**src/rtl/cosine_similarity_stream_defines.svh**
```systemverilog
// assertion macros for the cosine similarity stream
`ifndef COSINE_SIMILARITY_STREAM_DEFINES_SVH
`define COSINE_SIMILARITY_STREAM_DEFINES_SVH
`ifndef SYNTHESIS
`define CSS_ASSERT_IMP(lbl, ante, cons) \
  lbl: assert property (@(posedge clk) disable iff (!rst_n) (ante) |-> (cons)) \
    else $error("css assertion failed");
`define CSS_ASSERT_NXT(lbl, ante, cons) \
  lbl: assert property (@(posedge clk) disable iff (!rst_n) (ante) |=> (cons)) \
    else $error("css assertion failed");
`else
`define CSS_ASSERT_IMP(lbl, ante, cons)
`define CSS_ASSERT_NXT(lbl, ante, cons)
`endif
`endif

```
**src/rtl/csim_pkg.sv**
```systemverilog
package csim_pkg;

  localparam int ELEM_BITS = 16;
  localparam int ACC_BITS = 2 * ELEM_BITS + 9;
  localparam int PROD_IN_BITS = 2 * ELEM_BITS;
  localparam int OUT_BITS = 16;
  localparam int OUT_FRAC = 15;
  localparam int Q_BITS = OUT_FRAC + 1;
  localparam int HALF_BITS = (ACC_BITS + 1) / 2;
  localparam int PROD_BITS = 2 * ACC_BITS;
  localparam int SRCH_BITS = PROD_BITS + 2 * OUT_FRAC + 4;
  localparam int QUEUE_DEPTH = 2;

  typedef struct packed {
    logic signed [ACC_BITS-1:0] dot;
    logic [ACC_BITS-1:0] norm_a;
    logic [ACC_BITS-1:0] norm_b;
  } sums_t;

endpackage

```
**src/rtl/csim_front.sv**
```systemverilog
module csim_front (
  input  logic                                clk,
  input  logic                                rst_n,
  input  logic                                in_valid,
  output logic                                in_ready,
  input  logic signed [csim_pkg::ELEM_BITS-1:0] elem_a,
  input  logic signed [csim_pkg::ELEM_BITS-1:0] elem_b,
  input  logic                                last_elem,
  output logic                                push,
  output csim_pkg::sums_t                     push_data,
  input  logic                                q_full
);
  import csim_pkg::*;

  logic                           p_valid_r;
  logic                           p_last_r;
  logic signed [PROD_IN_BITS-1:0] prod_ab_r;
  logic [PROD_IN_BITS-1:0]        prod_aa_r;
  logic [PROD_IN_BITS-1:0]        prod_bb_r;
  logic signed [ACC_BITS-1:0]     dot_r;
  logic [ACC_BITS-1:0]            na_r;
  logic [ACC_BITS-1:0]            nb_r;
  logic signed [ACC_BITS:0]       dot_w;
  logic [ACC_BITS:0]              na_w;
  logic [ACC_BITS:0]              nb_w;
  logic signed [ACC_BITS-1:0]     dot_sat;
  logic [ACC_BITS-1:0]            na_sat;
  logic [ACC_BITS-1:0]            nb_sat;
  logic                           stall;
  logic                           advance;

  assign stall    = p_valid_r & p_last_r & q_full;
  assign in_ready = ~stall;
  assign advance  = p_valid_r & ~stall;

  // product stage
  always_ff @(posedge clk) begin
    if (!rst_n) begin
      p_valid_r <= 1'b0;
      p_last_r  <= 1'b0;
    end else if (!stall) begin
      p_valid_r <= in_valid;
      p_last_r  <= last_elem;
    end
  end

  always_ff @(posedge clk) begin
    if (!stall) begin
      prod_ab_r <= elem_a * elem_b;
      prod_aa_r <= PROD_IN_BITS'(elem_a * elem_a);
      prod_bb_r <= PROD_IN_BITS'(elem_b * elem_b);
    end
  end

  // saturating accumulate
  always_comb begin
    dot_w = (ACC_BITS + 1)'(dot_r) + (ACC_BITS + 1)'(prod_ab_r);
    na_w  = {1'b0, na_r} + (ACC_BITS + 1)'(prod_aa_r);
    nb_w  = {1'b0, nb_r} + (ACC_BITS + 1)'(prod_bb_r);
    if (dot_w[ACC_BITS] != dot_w[ACC_BITS-1]) begin
      dot_sat = dot_w[ACC_BITS] ? {1'b1, {(ACC_BITS - 1){1'b0}}}
                                : {1'b0, {(ACC_BITS - 1){1'b1}}};
    end else begin
      dot_sat = dot_w[ACC_BITS-1:0];
    end
    na_sat = na_w[ACC_BITS] ? {ACC_BITS{1'b1}} : na_w[ACC_BITS-1:0];
    nb_sat = nb_w[ACC_BITS] ? {ACC_BITS{1'b1}} : nb_w[ACC_BITS-1:0];
  end

  always_ff @(posedge clk) begin
    if (!rst_n) begin
      dot_r <= '0;
      na_r  <= '0;
      nb_r  <= '0;
    end else if (advance) begin
      if (p_last_r) begin
        dot_r <= '0;
        na_r  <= '0;
        nb_r  <= '0;
      end else begin
        dot_r <= dot_sat;
        na_r  <= na_sat;
        nb_r  <= nb_sat;
      end
    end
  end

  assign push             = advance & p_last_r;
  assign push_data.dot    = dot_sat;
  assign push_data.norm_a = na_sat;
  assign push_data.norm_b = nb_sat;

endmodule

```
**config.mk**
```make
export PLATFORM = sky130hd
export DESIGN_NAME = csim_front
export DESIGN_NICKNAME = d
export VERILOG_FILES = /design/src/rtl/cosine_similarity_stream_defines.svh /design/src/rtl/csim_pkg.sv /design/src/rtl/csim_front.sv
export SDC_FILE = /design/constraint.sdc
export NUM_CORES = 2
export LEC_CHECK = 0
export BUFFER_PORTS_ARGS = -buffer_cell sky130_fd_sc_hd__buf_2
export CAP_MARGIN = 20
export CORE_MARGIN = 4
export CORE_UTILIZATION = 51
export CTS_CLUSTER_SIZE = 10
export DETAILED_ROUTE_END_ITERATION = 10
export PLACE_DENSITY = 0.69
export SKIP_CTS_REPAIR_TIMING = 1
export SLEW_MARGIN = 20
export SYNTH_ARGS = -nofsm -noshare
export SYNTH_HDL_FRONTEND = slang
export SYNTH_SLANG_ARGS = --single-unit
```
**constraint.sdc**
```tcl
create_clock -name clk -period 9.97 [get_ports clk]
set_input_delay 1.994 -clock clk [delete_from_list [all_inputs] [get_ports clk]]
set_output_delay 1.994 -clock clk [all_outputs]
set_load 0.03 [all_outputs]
```
==> results.toml <==
[logic_synthesis]
synth.distinct_cells = 82
ys_ff_latch = 219
ys_async_sr_fraction_pct = 0
syn_inst = 4532
synth.net_count = 5670
synth_enable_flop_cells = 94
synth_area_leaders = "fa_1 (36%), ha_1 (11%), inv_1 (9.0%), edfxtp_1 (6.9%), dfxtp_1 (6.1%)"
synth_ff_type = "dfxtp_1"
syn_area_um2 = 40900
synth_area_leader_cell = "fa_1"
yosys_warnings = 0
yosysMostFrequentCell = "inv_1"
ys_seq_area_share_pct = 13.0
synth_top_area_share_pct = 35.7
avgSynthCellArea_um2 = 9.02
synth_common_cells = "inv_1 (980), fa_1 (729), nand2_1 (463)"

[critical_path]
r2r-start = "prod_ab_r[0]$_DFFE_PN_"
worstSetupPathType = "input port to flop"
path_max_fanout = 27
regToRegSetupSlack_ps = 5130
crit_path_start_kind = "input port"
cp_data_arrival_time_ps = 8670
worstSetupEndpointType = "flop"
worst_r2r_path_depth = 13
cp.required_ps = 10330
r2r_end = "dot_r[29]$_SDFFE_PN0P_"

[cells_and_area]
drive_gt1_share_pct = 6.32
syn_to_final_growth_pct = 6.34
fin_nets = 5717

[grt]
grt_pass1_wl_um = 161000
grt_max_degree = 85
grt_pass1_vias = 32300
track_usage_pct = 23.0
grt_overflow_total = 0
antenna_found_initial = 4

[sta]
tns_ps = 0
worst_clock_skew_ps = 33.4
worstMarginPinSlew_ps = 989
setup_violations = 0
hold_violations = 0
fmax_mhz = 120
slew_viol_final = 0
grt_setup_unrepaired = "false"
post-route-min-period_ps = 8310
min_period_over_period_pct = 83.4
timing.slew.headroom_pct = 33.2

[drt]
routed_wirelength_um = 94700
ant_nets = 0
drt_iter0_drc = 1824
wire_per_inst_um = 16.8
via_per_inst = 5.37
drt-pass1-iter-count = 5
num_vias = 30400
drc = 0

[placed_design]
hpwl_um = 76100
gp_congestion = 0.883
io_buffers = 161

[die]
rows = 103
die_y_um = 291
start_util_pct = 51.6
die-area_um2 = 84700
fp.dieW_um = 291
core_area_um2 = 79300
ios = 162

[clock_network]
cts_buffer_depth = 3
ctsRootBufferMaster = "clkbuf_16"
cts_buffers = 29
htreeDepth = 1
clk-insertion-delay-late_ps = 620
cts_sinks = 219
cts_tree = "built"
path_clk_slew_ps = 50

[hold_path]
worstHoldPathType = "flop to flop"
min_from = "dot_r[23]$_SDFFE_PN0P_"
whs_endpoint = "dot_r[23]$_SDFFE_PN0P_"
whs_path_depth = 2

[run_status]
status = "complete, no violations"

[run]
max_cap_viol_count = 0
==> kinds of logic (layout without fill, tap and decap cells) <==
family,Yosys count,in the layout,synth area share [%]
buffers and inverters,1168,1238,10.8
adder cells (fa/ha/maj),1101,1101,47.1
AND/OR/NAND/NOR,1106,1106,12.5
XOR/XNOR,219,219,4.69
flip-flops,219,219,13.0
multiplexers,9,9,0.220
other,0,1,0
AO/OA/AOI/OAI,710,710,11.6
==> area by class of cell <==
cell class              instances  area (um2)
multi-input cells            3145       31100
well taps                    1050        1310
clock inverters                 9        92.6
clock buffers                  45         806
fillers                      7209       35800
inverters                     991        3720
repair buffers                193        1050
diodes                          1        2.50
flip-flops and latches        219        5330
==> per-stage QoR <==
| stage | setup slack [ps] | cell area (um2) | utilization, % | cells | hold WS [ps] |
|---|---|---|---|---|---|
| after global routing | 1380 | 43500 | 54.8 | 5652 | 476 |
| after global placement | 1290 | 42500 | 53.7 | 5597 | 442 |
| final | 1660 | 43500 | 54.8 | 5653 | 451 |
| after detailed placement | 1160 | 42500 | 53.7 | 5597 | 446 |
| after floorplan | 1640 | 40900 | - | 4532 | 429 |
| after CTS | 1780 | 43400 | 54.8 | 5651 | 454 |
==> how the worst max path moves through the flow <==
stage | from | to | slack, ps
after floorplan | elem_a[7] | prod_ab_r[31]$_DFFE_PN_ | 1640
after global placement | elem_b[7] | prod_ab_r[31]$_DFFE_PN_ | 1290
after detailed placement | elem_a[2] | prod_ab_r[31]$_DFFE_PN_ | 1160
after CTS | elem_a[2] | prod_ab_r[31]$_DFFE_PN_ | 1780
after global routing | elem_a[2] | prod_ab_r[29]$_DFFE_PN_ | 1380
final | elem_a[2] | prod_ab_r[31]$_DFFE_PN_ | 1660
==> layout by cell type (no fill, tap or decap), drive strengths merged, types with 30 or more instances in the layout <==
| cell type | synthesis | routed |
|---|---|---|
| a22o | 66 | 66 |
| nand2b | 33 | 33 |
| xor2 | 67 | 67 |
| fa | 729 | 729 |
| a21oi | 165 | 165 |
| edfxtp | 94 | 94 |
| buf | 14 | 193 |
| inv | 984 | 985 |
| nand2 | 465 | 465 |
| ha | 372 | 372 |
| nor3 | 35 | 35 |
| dfxtp | 125 | 125 |
| o21ai | 159 | 159 |
| clkbuf | 163 | 45 |
| a21o | 89 | 89 |
| o211ai | 30 | 30 |
| nor2 | 243 | 243 |
| xnor2 | 152 | 152 |
| nand3 | 39 | 39 |
| and2 | 173 | 173 |
==> routing by layer <==
layer  vias to the layer above  wire length [um]  track usage (%)
met2                       679             47900             41.1
met5                         -                34                0
met1                     15200             39200             29.6
li1                      14300                 -                -
met3                       135              4620             2.75
met4                         6              2940             6.46
==> registers in the layout (all words and copies together), names as in the netlist <==
signal / cells
nb_r: 41
prod_bb_r: 31
prod_ab_r: 32
p_valid_r: 1
prod_aa_r: 31
p_last_r: 1
na_r: 41
dot_r: 41
==> worst max-delay path: stages <==
cell and delay (ps):
buf_2 540, inv_2 300, nor2_1 220, fa_1 460
fa_1 510, fa_1 430, fa_1 500, fa_1 500
inv_1 50, fa_1 470, inv_1 40, ha_1 330
a21o_1 210, a2111oi_0 470, o211ai_1 170, and2_1 230
a221o_1 340, a31o_2 240, a21oi_1 260, o21ai_0 120
a21oi_1 180, xnor2_1 80
Power is not shown: default switching activity piles up to over one toggle a cycle in this logic, so the estimate is an artifact.
