### src/rtl/cosine_similarity_stream_defines.svh
// assertion macros for the cosine similarity stream
`ifndef COSINE_SIMILARITY_STREAM_DEFINES_SVH
`define COSINE_SIMILARITY_STREAM_DEFINES_SVH
`ifndef SYNTHESIS
`define CSS_ASSERT_IMP(lbl, ante, cons) \
  lbl: assert property (@(posedge clk) disable iff (!rst_n) (ante) |-> (cons)) \
    else $error("css assertion failed");
`define CSS_ASSERT_NXT(lbl, ante, cons) \
  lbl: assert property (@(posedge clk) disable iff (!rst_n) (ante) |=> (cons)) \
    else $error("css assertion failed");
`else
`define CSS_ASSERT_IMP(lbl, ante, cons)
`define CSS_ASSERT_NXT(lbl, ante, cons)
`endif
`endif

### src/rtl/csim_pkg.sv
package csim_pkg;

  localparam int ELEM_BITS = 16;
  localparam int ACC_BITS = 2 * ELEM_BITS + 9;
  localparam int PROD_IN_BITS = 2 * ELEM_BITS;
  localparam int OUT_BITS = 16;
  localparam int OUT_FRAC = 15;
  localparam int Q_BITS = OUT_FRAC + 1;
  localparam int HALF_BITS = (ACC_BITS + 1) / 2;
  localparam int PROD_BITS = 2 * ACC_BITS;
  localparam int SRCH_BITS = PROD_BITS + 2 * OUT_FRAC + 4;
  localparam int QUEUE_DEPTH = 2;

  typedef struct packed {
    logic signed [ACC_BITS-1:0] dot;
    logic [ACC_BITS-1:0] norm_a;
    logic [ACC_BITS-1:0] norm_b;
  } sums_t;

endpackage

### src/rtl/csim_back.sv
module csim_back (
  input  logic                                 clk,
  input  logic                                 rst_n,
  input  logic                                 q_valid,
  input  csim_pkg::sums_t                      q_data,
  output logic                                 q_pop,
  output logic                                 out_valid,
  input  logic                                 out_ready,
  output logic signed [csim_pkg::OUT_BITS-1:0] similarity,
  output logic                                 zero_norm
);
  import csim_pkg::*;

  localparam logic [1:0] ST_IDLE = 2'd0;
  localparam logic [1:0] ST_MUL  = 2'd1;
  localparam logic [1:0] ST_SRCH = 2'd2;
  localparam logic [1:0] ST_OUT  = 2'd3;

  localparam int         STEP_BITS = 4;
  localparam logic [STEP_BITS-1:0] MUL_ISSUE = 4'd8;
  localparam logic [STEP_BITS-1:0] MUL_INIT  = 4'd9;
  localparam int         K_BITS = $clog2(Q_BITS);
  localparam int         LO_BITS = HALF_BITS;

  logic [1:0]                 state_r;
  logic [1:0]                 state_nxt;
  logic [STEP_BITS-1:0]       step_r;
  logic [K_BITS-1:0]          k_r;
  logic [Q_BITS-1:0]          q_r;
  logic                       neg_r;
  logic [ACC_BITS-1:0]        mag_r;
  logic [ACC_BITS-1:0]        na_r;
  logic [ACC_BITS-1:0]        nb_r;
  logic [2*HALF_BITS-1:0]     pp_r;
  logic [2:0]                 pp_sel_r;
  logic                       pp_valid_r;
  logic [PROD_BITS-1:0]       mm_r;
  logic [PROD_BITS-1:0]       nn_r;
  logic [SRCH_BITS-1:0]       s_r;
  logic [SRCH_BITS-1:0]       a_r;
  logic [SRCH_BITS-1:0]       b_r;
  logic signed [OUT_BITS-1:0] sim_r;
  logic                       zn_r;

  logic                       is_neg;
  logic [ACC_BITS-1:0]        mag_in;
  logic                       is_zero;
  logic [ACC_BITS-1:0]        op_x;
  logic [ACC_BITS-1:0]        op_y;
  logic [HALF_BITS-1:0]       x_half;
  logic [HALF_BITS-1:0]       y_half;
  logic [PROD_BITS-1:0]       pp_shift;
  logic [SRCH_BITS-1:0]       trial;
  logic [SRCH_BITS-1:0]       bound;
  logic                       take;
  logic [Q_BITS-1:0]          q_fin;
  logic [Q_BITS-1:0]          q_cap;

  assign is_neg  = q_data.dot[ACC_BITS-1];
  assign mag_in  = is_neg ? ACC_BITS'(-q_data.dot) : ACC_BITS'(q_data.dot);
  assign is_zero = (q_data.norm_a == '0) || (q_data.norm_b == '0);
  assign q_pop   = (state_r == ST_IDLE) && q_valid;

  // partial product operands: step bit 2 picks the product, bits 1:0 the halves
  always_comb begin
    op_x   = step_r[2] ? na_r : mag_r;
    op_y   = step_r[2] ? nb_r : mag_r;
    x_half = step_r[1] ? HALF_BITS'({op_x[ACC_BITS-1:LO_BITS]}) : op_x[LO_BITS-1:0];
    y_half = step_r[0] ? HALF_BITS'({op_y[ACC_BITS-1:LO_BITS]}) : op_y[LO_BITS-1:0];
  end

  always_comb begin
    case ({1'b0, pp_sel_r[1]} + {1'b0, pp_sel_r[0]})
      2'd0:    pp_shift = PROD_BITS'(pp_r);
      2'd1:    pp_shift = PROD_BITS'(pp_r) << HALF_BITS;
      2'd2:    pp_shift = PROD_BITS'(pp_r) << (2 * HALF_BITS);
      default: pp_shift = '0;
    endcase
  end

  // one result bit per cycle, q^2 * na * nb against dot^2 * 2^30
  always_comb begin
    trial = s_r + a_r + b_r;
    bound = SRCH_BITS'(mm_r) << (2 * OUT_FRAC);
    take  = (trial <= bound) && !q_r[Q_BITS-1];
    q_fin = q_r;
    if (take) begin
      q_fin[k_r] = 1'b1;
    end
    q_cap = q_fin[Q_BITS-1] ? {1'b0, {(Q_BITS - 1){1'b1}}} : q_fin;
  end

  always_comb begin
    state_nxt = state_r;
    case (state_r)
      ST_IDLE: begin
        if (q_valid) begin
          state_nxt = is_zero ? ST_OUT : ST_MUL;
        end
      end
      ST_MUL: begin
        if (step_r == MUL_INIT) begin
          state_nxt = ST_SRCH;
        end
      end
      ST_SRCH: begin
        if (k_r == '0) begin
          state_nxt = ST_OUT;
        end
      end
      ST_OUT: begin
        if (out_ready) begin
          state_nxt = ST_IDLE;
        end
      end
      default: state_nxt = ST_IDLE;
    endcase
  end

  always_ff @(posedge clk) begin
    if (!rst_n) begin
      state_r    <= ST_IDLE;
      pp_valid_r <= 1'b0;
    end else begin
      state_r    <= state_nxt;
      pp_valid_r <= (state_r == ST_MUL) && (step_r < MUL_ISSUE);
    end
  end

  always_ff @(posedge clk) begin
    case (state_r)
      ST_IDLE: begin
        neg_r  <= is_neg;
        mag_r  <= mag_in;
        na_r   <= q_data.norm_a;
        nb_r   <= q_data.norm_b;
        step_r <= '0;
        mm_r   <= '0;
        nn_r   <= '0;
        sim_r  <= '0;
        zn_r   <= 1'b1;
      end
      ST_MUL: begin
        if (step_r != MUL_INIT) begin
          step_r <= step_r + 1'b1;
        end
        pp_r     <= x_half * y_half;
        pp_sel_r <= step_r[2:0];
        if (pp_valid_r) begin
          if (pp_sel_r[2]) begin
            nn_r <= nn_r + pp_shift;
          end else begin
            mm_r <= mm_r + pp_shift;
          end
        end
        s_r <= '0;
        a_r <= '0;
        b_r <= SRCH_BITS'(nn_r) << (2 * OUT_FRAC);
        q_r <= '0;
        k_r <= K_BITS'(Q_BITS - 1);
      end
      ST_SRCH: begin
        if (take) begin
          s_r <= trial;
          a_r <= (a_r >> 1) + b_r;
        end else begin
          a_r <= a_r >> 1;
        end
        b_r   <= b_r >> 2;
        q_r   <= q_fin;
        k_r   <= k_r - 1'b1;
        zn_r  <= 1'b0;
        sim_r <= neg_r ? OUT_BITS'(-q_fin) : OUT_BITS'(q_cap);
      end
      default: begin
      end
    endcase
  end

  assign out_valid  = (state_r == ST_OUT);
  assign similarity = sim_r;
  assign zero_norm  = zn_r;

endmodule

### config.mk
export PLATFORM = sky130hd
export DESIGN_NAME = csim_back
export DESIGN_NICKNAME = d
export VERILOG_FILES = /design/src/rtl/cosine_similarity_stream_defines.svh /design/src/rtl/csim_pkg.sv /design/src/rtl/csim_back.sv
export SDC_FILE = /design/constraint.sdc
export NUM_CORES = 2
export LEC_CHECK = 0
export ABC_AREA = 1
export BUFFER_PORTS_ARGS = -buffer_cell sky130_fd_sc_hd__buf_2
export CORE_ASPECT_RATIO = 0.5
export CORE_MARGIN = 3
export CORE_UTILIZATION = 40
export DETAILED_ROUTE_END_ITERATION = 10
export GPL_TIMING_DRIVEN = 0
export SLEW_MARGIN = 20
export SYNTH_ARGS = -nofsm -noshare
export SYNTH_HDL_FRONTEND = slang
export SYNTH_SLANG_ARGS = --single-unit
### constraint.sdc
create_clock -name clk -period 11.98 [get_ports clk]
set_clock_uncertainty 0.15 [all_clocks]
set_input_delay 2.396 -clock clk [delete_from_list [all_inputs] [get_ports clk]]
set_output_delay 2.396 -clock clk [all_outputs]
set_load 0.03 [all_outputs]
==> out/qor.txt <==
share of cells above drive strength 1 -> 4.597%
Final min period -> 10.76 ns
die width -> 621.0 um
CP dominant cell by count -> nand2_1
MaxCap Viol Count -> 0
most common library cells after synthesis -> nand2_1 (1954), inv_1 (1762), nor2_1 (1291)
Critical Path End Type -> register
Synth Warn # -> 0
Max clock buf depth -> 3
Filler cells -> 19380
Crit Path Class -> reg -> reg
HP Class -> reg -> reg
syn_nets -> 11160
num rows -> 112
post-CTS resize count -> 0
clock sinks -> 721
R2R Setup Slk -> 1.22 ns
final setup violation count -> 0
initial antenna violation count -> 3
Max Fclk -> 92.93 MHz
Root Driver -> clkbuf_16
FFs w/ async S/R, synth -> 0%
Mapped Cells -> 9916
Hold Buf Count CTS -> 0
EDFF count, synth -> 718
Final Wtd Congestion -> 0.9830
DR WL/cell -> 22.19 um
Worst R2R Start -> a_r[1]
drt pass-1 iters -> 6
setup tns final -> 0 ns
RSZ-0062 raised after global routing -> false
CTS tree -> done
fin crit share -> 89.82%
count leader, synth -> nand2_1
core footprint -> 187200 um2
first-pass GRT wire length -> 416500 um
top-area cell type share of the netlist area -> 28.50%
r2r endpoint -> s_r[28]
I/O pin cnt -> 146
Rel. slew slack -> 21.37%
status -> finished clean
crit path capture -> s_r[28]
PortBufs -> 145
synth unique cells -> 68
initial core utilization -> 40.41%
nets -> 11420
FF+latch count, synth -> 721
synthesized area -> 75650 um2
Reg2Reg Depth -> 46
area grow syn2layout -> 9.910%
hpwl dp -> 238800 um
largest net degree at the start of global routing -> 60
vias in the first global route -> 66570
top post-synthesis cells by area -> edfxtp_1 (28%), fa_1 (13%), ha_1 (11%)
Syn Area/Cell -> 7.629 um2
die area -> 194700 um2
total gr overflow -> 0
height of the die -> 313.5 um
CP Data Arrival Time -> 11.01 ns
H-tree levels -> 3
total CTS buffers -> 80
Setup crit start kind -> register
Slew @ Worst Pin -> 1.179 ns
Yosys top cell by area -> edfxtp_1
Worst Setup SP -> a_r[1]
worst endpoint required time -> 12.22 ns
Slew Viols, Final -> 0
critical path fanouts, max -> 19
global-route usage over all layers -> 28.48%
clk_lat worst skew -> 0.70 ns
top flip-flop cell by instance count after synthesis -> edfxtp_1
Final ANT Viol Nets -> 0
total setup buffers inserted after CTS -> 0
clock-pin slew on the worst setup and hold paths -> 0.07 ns
Fin. Hold Viols -> 0
sequential fraction of the synthesis area -> 28.58%
1st-iter DRT viols -> 7303
CP max stage delay -> 0.63 ns
DR vias -> 69040
Slowest-stage cell, CP -> nor2_1
DR vias/cell -> 5.413
routed wire length -> 283000 um
DRC viols -> 0
## final cells by class
cell class	instances	area (um2)	share of cell area, %
multi-input combinational	7194	46620	56.07
sequential	721	21620	26.00
timing repair buffer	183	1401	1.685
tap	2508	3138	3.774
clock inverter	55	714.4	0.8592
buffer	191	770.7	0.9269
antenna	2	5.005	0.006019
clock buffer	91	2086	2.508
inverter	1810	6795	8.172
## critical path, delay by kind of cell, from the launching register on
| family | cells | cell delay, ns |
|---|---|---|
| buffers and inverters | 9 | 1.71 |
| AND/OR/NAND/NOR | 26 | 4.52 |
| flip-flops | 1 | 0.45 |
| AO/OA/AOI/OAI | 7 | 2.06 |
| adder cells (fa/ha/maj) | 4 | 1.48 |
## through the flow
step / hold slack (ns) / util [%] / area (um2) / cells / setup WS (ns)
after floorplan: 0.2914 / - / 75650 / 9916 / 0.7986
after global placement: 0.3325 / 42.47 / 79520 / 12570 / -6.926
after detailed placement: 0.3347 / 42.92 / 80350 / 12610 / 1.366
after CTS: 0.3394 / 44.41 / 83150 / 12750 / 1.321
after global routing: 0.3706 / 44.41 / 83150 / 12750 / 0.7356
final: 0.3588 / 44.41 / 83150 / 12760 / 1.220
## registers in the layout, indices dropped and copies added, names as in the netlist
signal      flops
a_r           116
s_r           116
b_r           112
mm_r           82
nn_r           82
pp_r           42
mag_r          41
na_r           41
nb_r           41
q_r            16
similarity     16
k_r             4
step_r          4
pp_sel_r        3
state_r         2
neg_r           1
pp_valid_r      1
zero_norm       1
## worst min-delay path by stage
| stage | from | endpoint | slack [ns] | cells after the start |
|---|---|---|---|---|
| finish | step_r[2] | pp_sel_r[2] | 0.36 | 0 |
| global route | step_r[2] | pp_sel_r[2] | 0.37 | 0 |
| CTS | step_r[2] | pp_sel_r[2] | 0.34 | 0 |
| detailed placement | step_r[2] | pp_sel_r[2] | 0.33 | 0 |
| global placement | step_r[3] | pp_valid_r | 0.33 | 1 |
| floorplan | step_r[3] | pp_valid_r | 0.29 | 1 |
## placed cells by master (no fill, tap or decap), types with 19 or more instances in the layout
cell and n:
ha_1 638, o21ai_1 38, nand4_1 47, xor2_1 146, a22oi_1 49, inv_2 31
nor4_1 40, nand2_2 19, o21bai_1 37, a21o_1 37, a21oi_1 1037, nand3_1 171
nor2_1 1291, a31oi_1 172, o211ai_1 32, fa_1 474, nand2_1 1952, clkinv_1 26
xnor2_1 129, edfxtp_1 718, o21ai_0 530, inv_1 1762, clkbuf_1 161, buf_2 171
a21boi_0 23, clkbuf_16 82, o21a_1 66, nor3_1 69
## cells by family after synthesis
kind of cell | synth area share, %
DFF | 28.58
adders and majority gates | 23.13
and+or+nand+nor | 19.34
xor gates and xnor gates | 3.184
AOI/OAI and AO/OA | 15.78
buffers and inverters | 9.991
## per-layer routing
layer | up-vias | track usage (%) | part of all wire [%]
met5 | - | 0 | 0
met4 | 0 | 8.399 | 3.3
met3 | 402 | 3.953 | 7.8
met2 | 2594 | 43.73 | 43
met1 | 33000 | 41.63 | 46
li1 | 33040 | - | -
Power is not shown: default switching activity piles up to over one toggle a cycle in this logic, so the estimate is an artifact.
