File: src/rtl/cosine_similarity_stream_defines.svh
// assertion macros for the cosine similarity stream
`ifndef COSINE_SIMILARITY_STREAM_DEFINES_SVH
`define COSINE_SIMILARITY_STREAM_DEFINES_SVH
`ifndef SYNTHESIS
`define CSS_ASSERT_IMP(lbl, ante, cons) \
  lbl: assert property (@(posedge clk) disable iff (!rst_n) (ante) |-> (cons)) \
    else $error("css assertion failed");
`define CSS_ASSERT_NXT(lbl, ante, cons) \
  lbl: assert property (@(posedge clk) disable iff (!rst_n) (ante) |=> (cons)) \
    else $error("css assertion failed");
`else
`define CSS_ASSERT_IMP(lbl, ante, cons)
`define CSS_ASSERT_NXT(lbl, ante, cons)
`endif
`endif

File: src/rtl/csim_pkg.sv
package csim_pkg;

  localparam int ELEM_BITS = 16;
  localparam int ACC_BITS = 2 * ELEM_BITS + 9;
  localparam int PROD_IN_BITS = 2 * ELEM_BITS;
  localparam int OUT_BITS = 16;
  localparam int OUT_FRAC = 15;
  localparam int Q_BITS = OUT_FRAC + 1;
  localparam int HALF_BITS = (ACC_BITS + 1) / 2;
  localparam int PROD_BITS = 2 * ACC_BITS;
  localparam int SRCH_BITS = PROD_BITS + 2 * OUT_FRAC + 4;
  localparam int QUEUE_DEPTH = 2;

  typedef struct packed {
    logic signed [ACC_BITS-1:0] dot;
    logic [ACC_BITS-1:0] norm_a;
    logic [ACC_BITS-1:0] norm_b;
  } sums_t;

endpackage

File: src/rtl/csim_fifo.sv
module csim_fifo (
  input  logic            clk,
  input  logic            rst_n,
  input  logic            push,
  input  csim_pkg::sums_t push_data,
  output logic            full,
  input  logic            pop,
  output logic            valid,
  output csim_pkg::sums_t pop_data
);
  import csim_pkg::*;

  localparam int PTR_BITS = (QUEUE_DEPTH > 1) ? $clog2(QUEUE_DEPTH) : 1;
  localparam int CNT_BITS = $clog2(QUEUE_DEPTH + 1);

  sums_t               mem_r [QUEUE_DEPTH];
  logic [PTR_BITS-1:0] wr_ptr_r;
  logic [PTR_BITS-1:0] rd_ptr_r;
  logic [CNT_BITS-1:0] cnt_r;
  logic                do_push;
  logic                do_pop;

  assign full     = (cnt_r == CNT_BITS'(QUEUE_DEPTH));
  assign valid    = (cnt_r != '0);
  assign do_push  = push & ~full;
  assign do_pop   = pop & valid;
  assign pop_data = mem_r[rd_ptr_r];

  always_ff @(posedge clk) begin
    if (do_push) begin
      mem_r[wr_ptr_r] <= push_data;
    end
  end

  always_ff @(posedge clk) begin
    if (!rst_n) begin
      wr_ptr_r <= '0;
      rd_ptr_r <= '0;
      cnt_r    <= '0;
    end else begin
      if (do_push) begin
        wr_ptr_r <= (wr_ptr_r == PTR_BITS'(QUEUE_DEPTH - 1)) ? '0 : wr_ptr_r + 1'b1;
      end
      if (do_pop) begin
        rd_ptr_r <= (rd_ptr_r == PTR_BITS'(QUEUE_DEPTH - 1)) ? '0 : rd_ptr_r + 1'b1;
      end
      if (do_push && !do_pop) begin
        cnt_r <= cnt_r + 1'b1;
      end else if (do_pop && !do_push) begin
        cnt_r <= cnt_r - 1'b1;
      end
    end
  end

endmodule

File: config.mk
export PLATFORM = sky130hd
export DESIGN_NAME = csim_fifo
export DESIGN_NICKNAME = d
export VERILOG_FILES = /design/src/rtl/cosine_similarity_stream_defines.svh /design/src/rtl/csim_pkg.sv /design/src/rtl/csim_fifo.sv
export SDC_FILE = /design/constraint.sdc
export NUM_CORES = 1
export LEC_CHECK = 0
export ABC_AREA = 1
export BUFFER_PORTS_ARGS = -buffer_cell sky130_fd_sc_hd__buf_2
export CAP_MARGIN = 20
export CORE_ASPECT_RATIO = 1.2
export CORE_MARGIN = 2
export CORE_UTILIZATION = 48
export CTS_CLUSTER_SIZE = 8
export DETAILED_ROUTE_END_ITERATION = 8
export PLACE_DENSITY = 0.74
export SYNTH_ARGS = -nofsm -noshare
export SYNTH_HDL_FRONTEND = slang
export SYNTH_SLANG_ARGS = --single-unit
File: constraint.sdc
create_clock -name clk -period 8.9 [get_ports clk]
set_input_delay 0.89 -clock clk [delete_from_list [all_inputs] [get_ports clk]]
set_output_delay 0.89 -clock clk [all_outputs]
set_load 0.01 [all_outputs]
==> flow_summary.yaml, run 1 <==
detailed_routing:
  wl_per_cell_um: 17.2
  via_per_inst: 4.90
  drt-pass1-iter-count: 4
  vias: 4780
  antenna_left: 0
  initialDrtViolationCount: 210
  drcViolationCount: 0
  routed_wl_mm: 16.8
critical_path:
  crit_slowest_cell: "dfxtp_4"
  cp-end-kind: "primary output"
  worstPathCellList: "buf_4 -> mux2_2 -> buf_2"
  required_ns: 8.01
  cpPeakStageDelay_ns: 0.81
  criticalPathCategory: "reg -> out"
  rrSetupSlack_ns: 6.23
  path_max_fanout: 50
  r2r-start: "cnt_r[1]"
  rr_endpoint: "mem_r[1][16]"
  worstPathArrival_ns: 2.54
  critPathLaunchType: "flop"
  r2r_cells: 6
clock_tree:
  cts_tree: "done"
  cts_made_buffers: 37
  cts-root-buf: "clkbuf_16"
  clock-sinks: 251
  clk_pin_slew_ns: 0.05
  htreeDepth: 2
  cts_setup_buffers: 0
  cts-resized-gates: 0
  ctsLongestPathBuffers: 3
  cts.hold.buffers_added: 0
  clk_latency_ns: 0.48
sta:
  skew_ns: 0.0151
  fmax_ghz: 0.292
  fin_crit_sh_pct: 38.5
  slew_headroom_pct: 36.2
  final_hold_viol_count: 0
  drv_slew: 0
  fin_crit_ns: 3.43
  worstMarginPinSlew_ns: 0.955
  tns_ns: 0
  grt_setup_unrepaired: "false"
  finalSetupViolCount: 0
grt:
  antenna_found_initial: 1
  grt_pass1_vias: 4850
  globalRouteOverflowTotal: 0
  grt_usage_pct: 15.3
  grt_pass1_wl_mm: 24.8
  grt_max_degree: 88
place:
  port_buffers: 251
  gp_congestion: 0.718
  dp_hpwl_mm: 10.9
logic_synthesis:
  yosys_warnings: 0
  netlist_area_sq_mm: 0.00941
  synth_area_leaders: "edfxtp_1 (79%), mux2_4 (11%), mux2_2 (6.3%)"
  syn-instance-count: 420
  syn_area_per_cell_sq_um: 22.4
  synth_top_area_share_pct: 78.5
  synth_largest_area_cell: "edfxtp_1"
  seq_area_frac_synth_pct: 79.6
  ys_ff_latch: 251
  ys_types: 16
  synth_nets: 548
die:
  chipHeight_um: 157
  chipWidth_um: 132
  num_rows: 56
  start_util_pct: 48.5
  pin_count: 252
  die_area_sq_mm: 0.0207
  core_sq_mm: 0.0194
final_layout:
  antenna_cells: 0
  areaGrowthSynthToFinish_pct: 27.1
  finish.utilization_pct: 61.6
  nets: 831
  layout-drive-gt1-share_pct: 59.0
job:
  cap_violations: 0
min_path:
  worstHoldPathCells: 2
  hold_start: "rd_ptr_r"
  min_to: "rd_ptr_r"
  hold_class: "reg -> reg"
power_and_ir_drop:
  p_leak_nw: 4.63
  p_total_mw: 3.48
  ir_worst_vdd_v: 0.000180
  power_density_mw_per_mm2: 291
status:
  status: "completed"
layer usage:
metal / wire [um] / vias up / track usage [%]
li1: - / 2214 / -
met1: 6500 / 2311 / 17.7
met2: 8510 / 222 / 26.4
met3: 1480 / 31 / 6.02
met4: 311 / 2 / 5.18
met5: 11 / - / 0
logic make-up (layout without fill, tap and decap cells):
kind of cell             count (synthesis)  after routing  share of synthesized area (%)
adder cells (fa/ha/maj)                  1              1                          0.133
flip-flops                             251            251                           79.6
buffers and inverters                   22            317                           1.70
multiplexers                           123            123                           17.5
AO/OA/AOI/OAI                            5              5                          0.293
AND/OR/NAND/NOR                         18             18                          0.758
stage by stage:
stage | cells | cell area [sq um] | worst slack, ns | hold slack [ns]
4_1_cts | 974 | 11900 | 5.38 | 0.511
6_report | 976 | 12000 | 5.47 | 0.502
3_3_place_gp | 923 | 10900 | 5.32 | 0.480
2_1_floorplan | 420 | 9410 | 2.14 | 0.467
3_5_place_dp | 923 | 10900 | 5.14 | 0.492
5_1_grt | 976 | 12000 | 5.29 | 0.523
cell type report:
class	instances	area (sq um)
flip-flops and latches	251	7490
fillers	1402	7460
multi-input cells	147	1770
repair buffers	258	1350
clock buffers	50	975
well taps	261	327
inverters	8	30.0
clock inverters	1	7.51
cell usage after synthesis:
cell type / number
nor2_1: 9
buf_6: 8
nand3_1: 1
mux2_4: 70
nand2_1: 7
nand4_1: 1
inv_1: 8
dfxtp_1: 5
o21a_1: 1
mux2_2: 53
buf_2: 5
a21oi_1: 1
edfxtp_1: 246
buf_8: 1
ha_1: 1
o21ai_0: 3
worst max-delay path: cells and delay by family (launching register included):
family	cells	cell delay (ns)
buffers and inverters	2	0.81
DFF	1	0.81
muxes	1	0.43
worst max path at each step:
stage / from / end / cells past startpoint
after CTS: flop / pop_data[28] / 3
after detailed placement: push / mem_r[1][0] / 4
after global placement: push / mem_r[1][0] / 4
after global routing: flop / pop_data[28] / 3
after floorplan: push / mem_r[0][0] / 2
final: flop / pop_data[28] / 3
layout by cell type (no fill, tap or decap), drive strengths merged, types with 3 or more instances in the layout:
cell / synthesis / routed
nor2: 9 / 9
edfxtp: 246 / 246
dfxtp: 5 / 5
nand2: 7 / 7
clkbuf: 0 / 50
o21ai: 3 / 3
mux2: 123 / 123
buf: 14 / 258
inv: 8 / 8
report_power, final:
group	switching [mW]	internal [mW]
sequential	0.0649	1.50
combinational	0.375	0.367
clock	0.424	0.747
total	0.864	2.61
registers in the layout, summed over array words and instances (netlist names), named ones only:
name	count
mem_r	246
rd_ptr_r	1
cnt_r	2
wr_ptr_r	1
Note: power is estimated with default switching activity, not from simulation.
==> run 2, diff against run 1 <==
- CORE_UTILIZATION: 48 -> 47
- PLACE_DENSITY: 0.74 -> 0.75
- clock period: 8.9 -> 2.75 ns (I/O delays scaled with it)
==> flow_summary.yaml, run 2 (same netlist as run 1, synthesis figures left out) <==
clock_tree:
  cts_tree: "done"
  cts_setup_buffers: 0
  cts-resized-gates: 0
  ctsLongestPathBuffers: 3
  clock-sinks: 251
  clk_pin_slew_ns: 0.05
  cts_made_buffers: 37
  clk_latency_ns: 0.48
  cts-root-buf: "clkbuf_16"
  htreeDepth: 2
die:
  num_rows: 56
  pin_count: 252
  start_util_pct: 47.9
  chipWidth_um: 133
  die_area_sq_mm: 0.0212
  chipHeight_um: 159
  core_sq_mm: 0.0196
final_layout:
  multi_input_area_sq_mm: 0.00179
  reg_top3: "mem_r (246), cnt_r (2)"
  largest_register_ffs: 246
  nets: 954
  stdcell_area_sq_mm: 0.0132
  finish.utilization_pct: 67.4
  largest_register: "mem_r"
  fillers: 1266
  mostFrequentLayoutCells: "buf_2 (251), edfxtp_1 (246), dlygate4sd3_1 (123), mux2_4 (70), mux2_2 (53)"
  final_common_cell: "buf_2"
  regArea_sq_mm: 0.00749
  layout-drive-gt1-share_pct: 50.7
  areaGrowthSynthToFinish_pct: 40.6
power_and_ir_drop:
  clockPowerShare_pct: 33.4
  p_leak_nw: 5.15
  power_density_mw_per_mm2: 873
  switching_power_mw: 2.95
  combPwrFrac_pct: 23.4
  pwr-share-seq_pct: 43.3
  intPower_mw: 8.60
  ir_worst_vdd_v: 0.000636
  p_sw_share_pct: 25.5
sta:
  grt_setup_unrepaired: "false"
  slew_headroom_pct: 55.1
  final_hold_viol_count: 0
  fin_crit_ns: 2.12
  worstMarginPinSlew_ns: 0.674
  fin_ws_ns: 0.633
  fmax_ghz: 0.472
  finalSetupViolCount: 0
  skew_ns: 0.0156
  fin_crit_sh_pct: 77.0
  drv_slew: 0
  tns_ns: 0
  whs_ns: 0.0701
detailed_routing:
  antenna_left: 0
  wl_per_cell_um: 17.8
  drt-pass1-iter-count: 4
  routed_wl_mm: 19.6
  drcViolationCount: 0
  vias: 5332
  initialDrtViolationCount: 257
  via_per_inst: 4.84
critical_path:
  cpLargestDelayFamily: "buffers and inverters"
  worstPathArrival_ns: 1.84
  criticalPathCategory: "reg -> out"
  worstPathCellList: "buf_12 -> mux2_2 -> buf_2"
  cp-end-kind: "primary output"
  critPathLaunchType: "flop"
  path_max_fanout: 75
  required_ns: 2.48
  cpPeakStageDelay_ns: 0.40
  crit_slowest_cell: "mux2_2"
  critPathBufInv: 2
job:
  cap_violations: 0
grt:
  globalRouteOverflowTotal: 0
  antenna_found_initial: 3
  grt_pass1_wl_mm: 30.3
  grt_max_degree: 76
  grt_usage_pct: 18.3
  grt_pass1_vias: 5860
place:
  postPlaceCellArea_sq_mm: 0.0110
  dp_hpwl_mm: 11.4
  port_buffers: 251
  preCtsSetupSlack_ns: 1.10
  gp_congestion: 0.731
status:
  status: "completed"
min_path:
  hold_class: "in -> reg"
-- run 2: cell count changes in the layout (fill, tap and decap cells not counted), moves of 2 or more --
cell / delta
dlygate4sd3_1: +123
buf_12: +5
buf_4: -3
diode_2: +3
buf_16: -2
-- run 2: layout make-up --
cell class                      instances  share of cell area (%)
Sequential cell                       251                    56.6
Clock inverter                          1                  0.0568
Tap cell                              261                    2.47
Inverter                                8                   0.227
Antenna cell                            3                  0.0568
Timing Repair Buffer                  381                    19.7
Multi-Input combinational cell        147                    13.5
Clock buffer                           50                    7.37
-- run 2: power groups by stage --
| stage | Clock [mW] | Sequential, mW | Combinational [mW] |
|---|---|---|---|
| 2_1_floorplan | 0 | 5.04 | 1.70 |
| 3_3_place_gp | 0 | 5.02 | 2.51 |
| 3_5_place_dp | 0 | 5.06 | 2.56 |
| 4_1_cts | 3.95 | 5.00 | 2.71 |
| 5_1_grt | 4.11 | 5.04 | 2.88 |
| 6_report | 3.86 | 5.00 | 2.70 |
-- run 2: final timing paths --
| kind | startpoint | to | slack (ns) | cells after the start |
|---|---|---|---|---|
| max | flop | pop_data[5] | 0.63 | 3 |
| max reg2reg | cnt_r[1] | mem_r[0][81] | 1.11 | 4 |
| min | rst_n | cnt_r[1] | 0.07 | 3 |
| min reg2reg | rd_ptr_r | rd_ptr_r | 0.50 | 2 |
-- run 2: worst reg2reg max path: stages (launching register included) --
cell	delay [ns]
dfxtp_1	0.33
inv_2	0.10
o21ai_4	0.09
nor2_4	0.16
buf_4	0.56
-- run 2: per-stage QoR --
stage / instances / power [mW]
after floorplan: 420 / 6.73
after global placement: 925 / 7.53
after detailed placement: 925 / 7.62
after CTS: 1099 / 11.7
after global routing: 1102 / 12.0
final: 1102 / 11.6
-- run 2: layer usage --
| layer | part of all wire, % | up-vias | GRT usage [%] |
|---|---|---|---|
| li1 | - | 2463 | - |
| met1 | 38 | 2616 | 20.4 |
| met2 | 54 | 203 | 33.2 |
| met3 | 5.9 | 50 | 5.54 |
| met4 | 2.8 | 0 | 6.24 |
| met5 | 0 | - | 0 |
-- run 2: repair_timing --
item	in CTS	in global routing
endpoints found under the hold margin	246	0
setup endpoints to repair	0	0
hold buffers	123	0
==> run 3, diff against run 2 <==
- ABC_AREA: 1 -> 0
- clock period: 2.75 -> 1.9 ns (I/O delays scaled with it)
==> flow_summary.yaml, run 3 <==
grt:
  busiest_layer: "met2"
  grt_max_degree: 71
  grt_pass1_vias: 5861
  grtUsageMet3_pct: 5.83
  grt_use_met2_pct: 33.6
  grt_pass1_wl_mm: 30.2
  antenna_found_initial: 1
  grt_usage_pct: 18.3
  globalRouteOverflowTotal: 0
  grt_util_met1_pct: 19.9
logic_synthesis:
  synth_top_area_share_pct: 78.6
  syn_area_per_cell_sq_um: 23.0
  yosys_warnings: 0
  synthFlopType: "edfxtp_1"
  synth_largest_area_cell: "edfxtp_1"
  ys_ff_latch: 251
  ys_types: 23
  netlist_area_sq_mm: 0.00940
  async_flop_share_pct: 0
  synth_nets: 536
  yosysMostFrequentCell: "edfxtp_1"
  synth_commonest_cells: "edfxtp_1 (246), mux2_4 (70), mux2_2 (53), buf_6 (8)"
  synth_area_leaders: "edfxtp_1 (79%), mux2_4 (11%), mux2_2 (6.3%)"
  seq_area_frac_synth_pct: 79.6
  syn-instance-count: 408
  synth_edf_count: 246
final_layout:
  regArea_sq_mm: 0.00749
  mostFrequentLayoutCells: "edfxtp_1 (246), buf_2 (214), dlygate4sd3_1 (124), mux2_4 (81), clkbuf_16 (43)"
  areaGrowthSynthToFinish_pct: 46.6
  finish.utilization_pct: 70.3
  largest_register: "mem_r"
  reg_top3: "mem_r (246), cnt_r (2)"
  stdcell_area_sq_mm: 0.0138
  largest_register_ffs: 246
  fillers: 1207
  multi_input_area_sq_mm: 0.00184
  final_common_cell: "edfxtp_1"
  layout-drive-gt1-share_pct: 52.8
  nets: 955
critical_path:
  worstPathCellList: "buf_12 -> buf_16 -> mux2_2 -> buf_2"
  critPathBufInv: 3
  rrSetupSlack_ns: 0.26
  cp-end-kind: "primary output"
  required_ns: 1.71
  cpPeakStageDelay_ns: 0.39
  cpLargestDelayFamily: "buffers and inverters"
  criticalPathCategory: "reg -> out"
  critPathLaunchType: "flop"
  crit_slowest_cell: "dfxtp_4"
  worstPathArrival_ns: 1.70
  r2r-start: "cnt_r[0]"
  path_max_fanout: 20
power_and_ir_drop:
  p_total_mw: 18.1
  p_leak_nw: 5.38
  power_density_mw_per_mm2: 1320
  ir_worst_vdd_v: 0.00105
clock_tree:
  clk_pin_slew_ns: 0.05
  cts_tree: "done"
  cts_made_buffers: 37
  clock-sinks: 251
  clk_latency_ns: 0.49
  cts-root-buf: "clkbuf_16"
  htreeDepth: 2
  ctsLongestPathBuffers: 3
place:
  postPlaceCellArea_sq_mm: 0.0110
  port_buffers: 251
  gp_congestion: 0.734
  dp_hpwl_mm: 11.5
sta:
  final_hold_viol_count: 0
  fin_crit_ns: 1.89
  skew_ns: 0.0165
  drv_slew: 0
  finalSetupViolCount: 0
  grt_setup_unrepaired: "true"
  fin_crit_sh_pct: 99.5
  fmax_ghz: 0.529
  worstMarginPinSlew_ns: 0.435
  slew_headroom_pct: 71.0
detailed_routing:
  antenna_left: 0
  initialDrtViolationCount: 300
  drt-pass1-iter-count: 4
  routed_wl_mm: 20.9
  via_per_inst: 4.91
  wl_per_cell_um: 19.1
  drcViolationCount: 0
  vias: 5389
die:
  core_sq_mm: 0.0196
  die_area_sq_mm: 0.0212
  num_rows: 56
  pin_count: 252
  chipWidth_um: 133
  chipHeight_um: 159
  start_util_pct: 47.9
min_path:
  hold_start: "push"
  hold_class: "in -> reg"
job:
  cap_violations: 0
status:
  status: "completed"
## run 3: layout make-up
class | count | area share [%]
antenna | 1 | 0.0182
clock buffer | 46 | 7.27
clock inverter | 2 | 0.118
inverter | 2 | 0.0726
multi-input combinational | 141 | 13.3
sequential | 251 | 54.4
tap | 261 | 2.37
timing repair buffer | 394 | 22.5
## run 3: worst reg2reg max path: cells and delay by family, from the launching register on
kind	cells	cell delay, ns
AND/OR/NAND/NOR	2	0.42
flip-flops	1	0.36
buffers and inverters	2	0.40
## run 3: path summary, 6_finish.rpt
check        depth (start not counted)       endpoint
min reg2reg                          2           flop
max reg2reg                          4   mem_r[0][95]
max                                  4  pop_data[103]
min                                  3       wr_ptr_r
## run 3: logic make-up after synthesis
family	Yosys count	share of synthesized area, %
AND/OR/NAND/NOR	9	0.612
XOR/XNOR	3	0.280
multiplexers	123	17.5
adder cells (fa/ha/maj)	1	0.133
buffers and inverters	16	1.46
flip-flops	251	79.6
AO/OA/AOI/OAI	5	0.346
## run 3: report_power, final
part           switching, mW  leakage (nW)  internal [mW]
Clock                   2.06         0.494           3.63
Combinational           2.38          2.55           2.87
Sequential             0.222          2.34           6.98
Total                   4.66          5.38           13.5
## run 3: what timing repair did
item                                   4_1_cts  5_1_grt
setup endpoints to repair                  110      122
cloned                                       0        6
endpoints found under the hold margin      251        0
buffers inserted                             1        4
hold buffers                               124        0
resized for setup                            8       43
## run 3: layer usage
layer,vias up,wire [um]
met3,45,1280
met4,0,571
met5,-,0
met2,224,11400
met1,2660,7720
li1,2460,-
## run 3: metrics by stage
| step | hold slack [ns] | TNS (ns) | std cells | setup slack, ns |
|---|---|---|---|---|
| floorplan | 0.289 | -324.79 | 408 | -2.04 |
| global placement | 0.377 | 0 | 914 | 0.356 |
| detailed placement | 0.381 | 0 | 914 | 0.300 |
| CTS | 0.0766 | -0.532 | 1087 | -0.0341 |
| global route | 0.0955 | -1.97 | 1097 | -0.0560 |
| finish | 0.0972 | 0 | 1098 | 0.00922 |
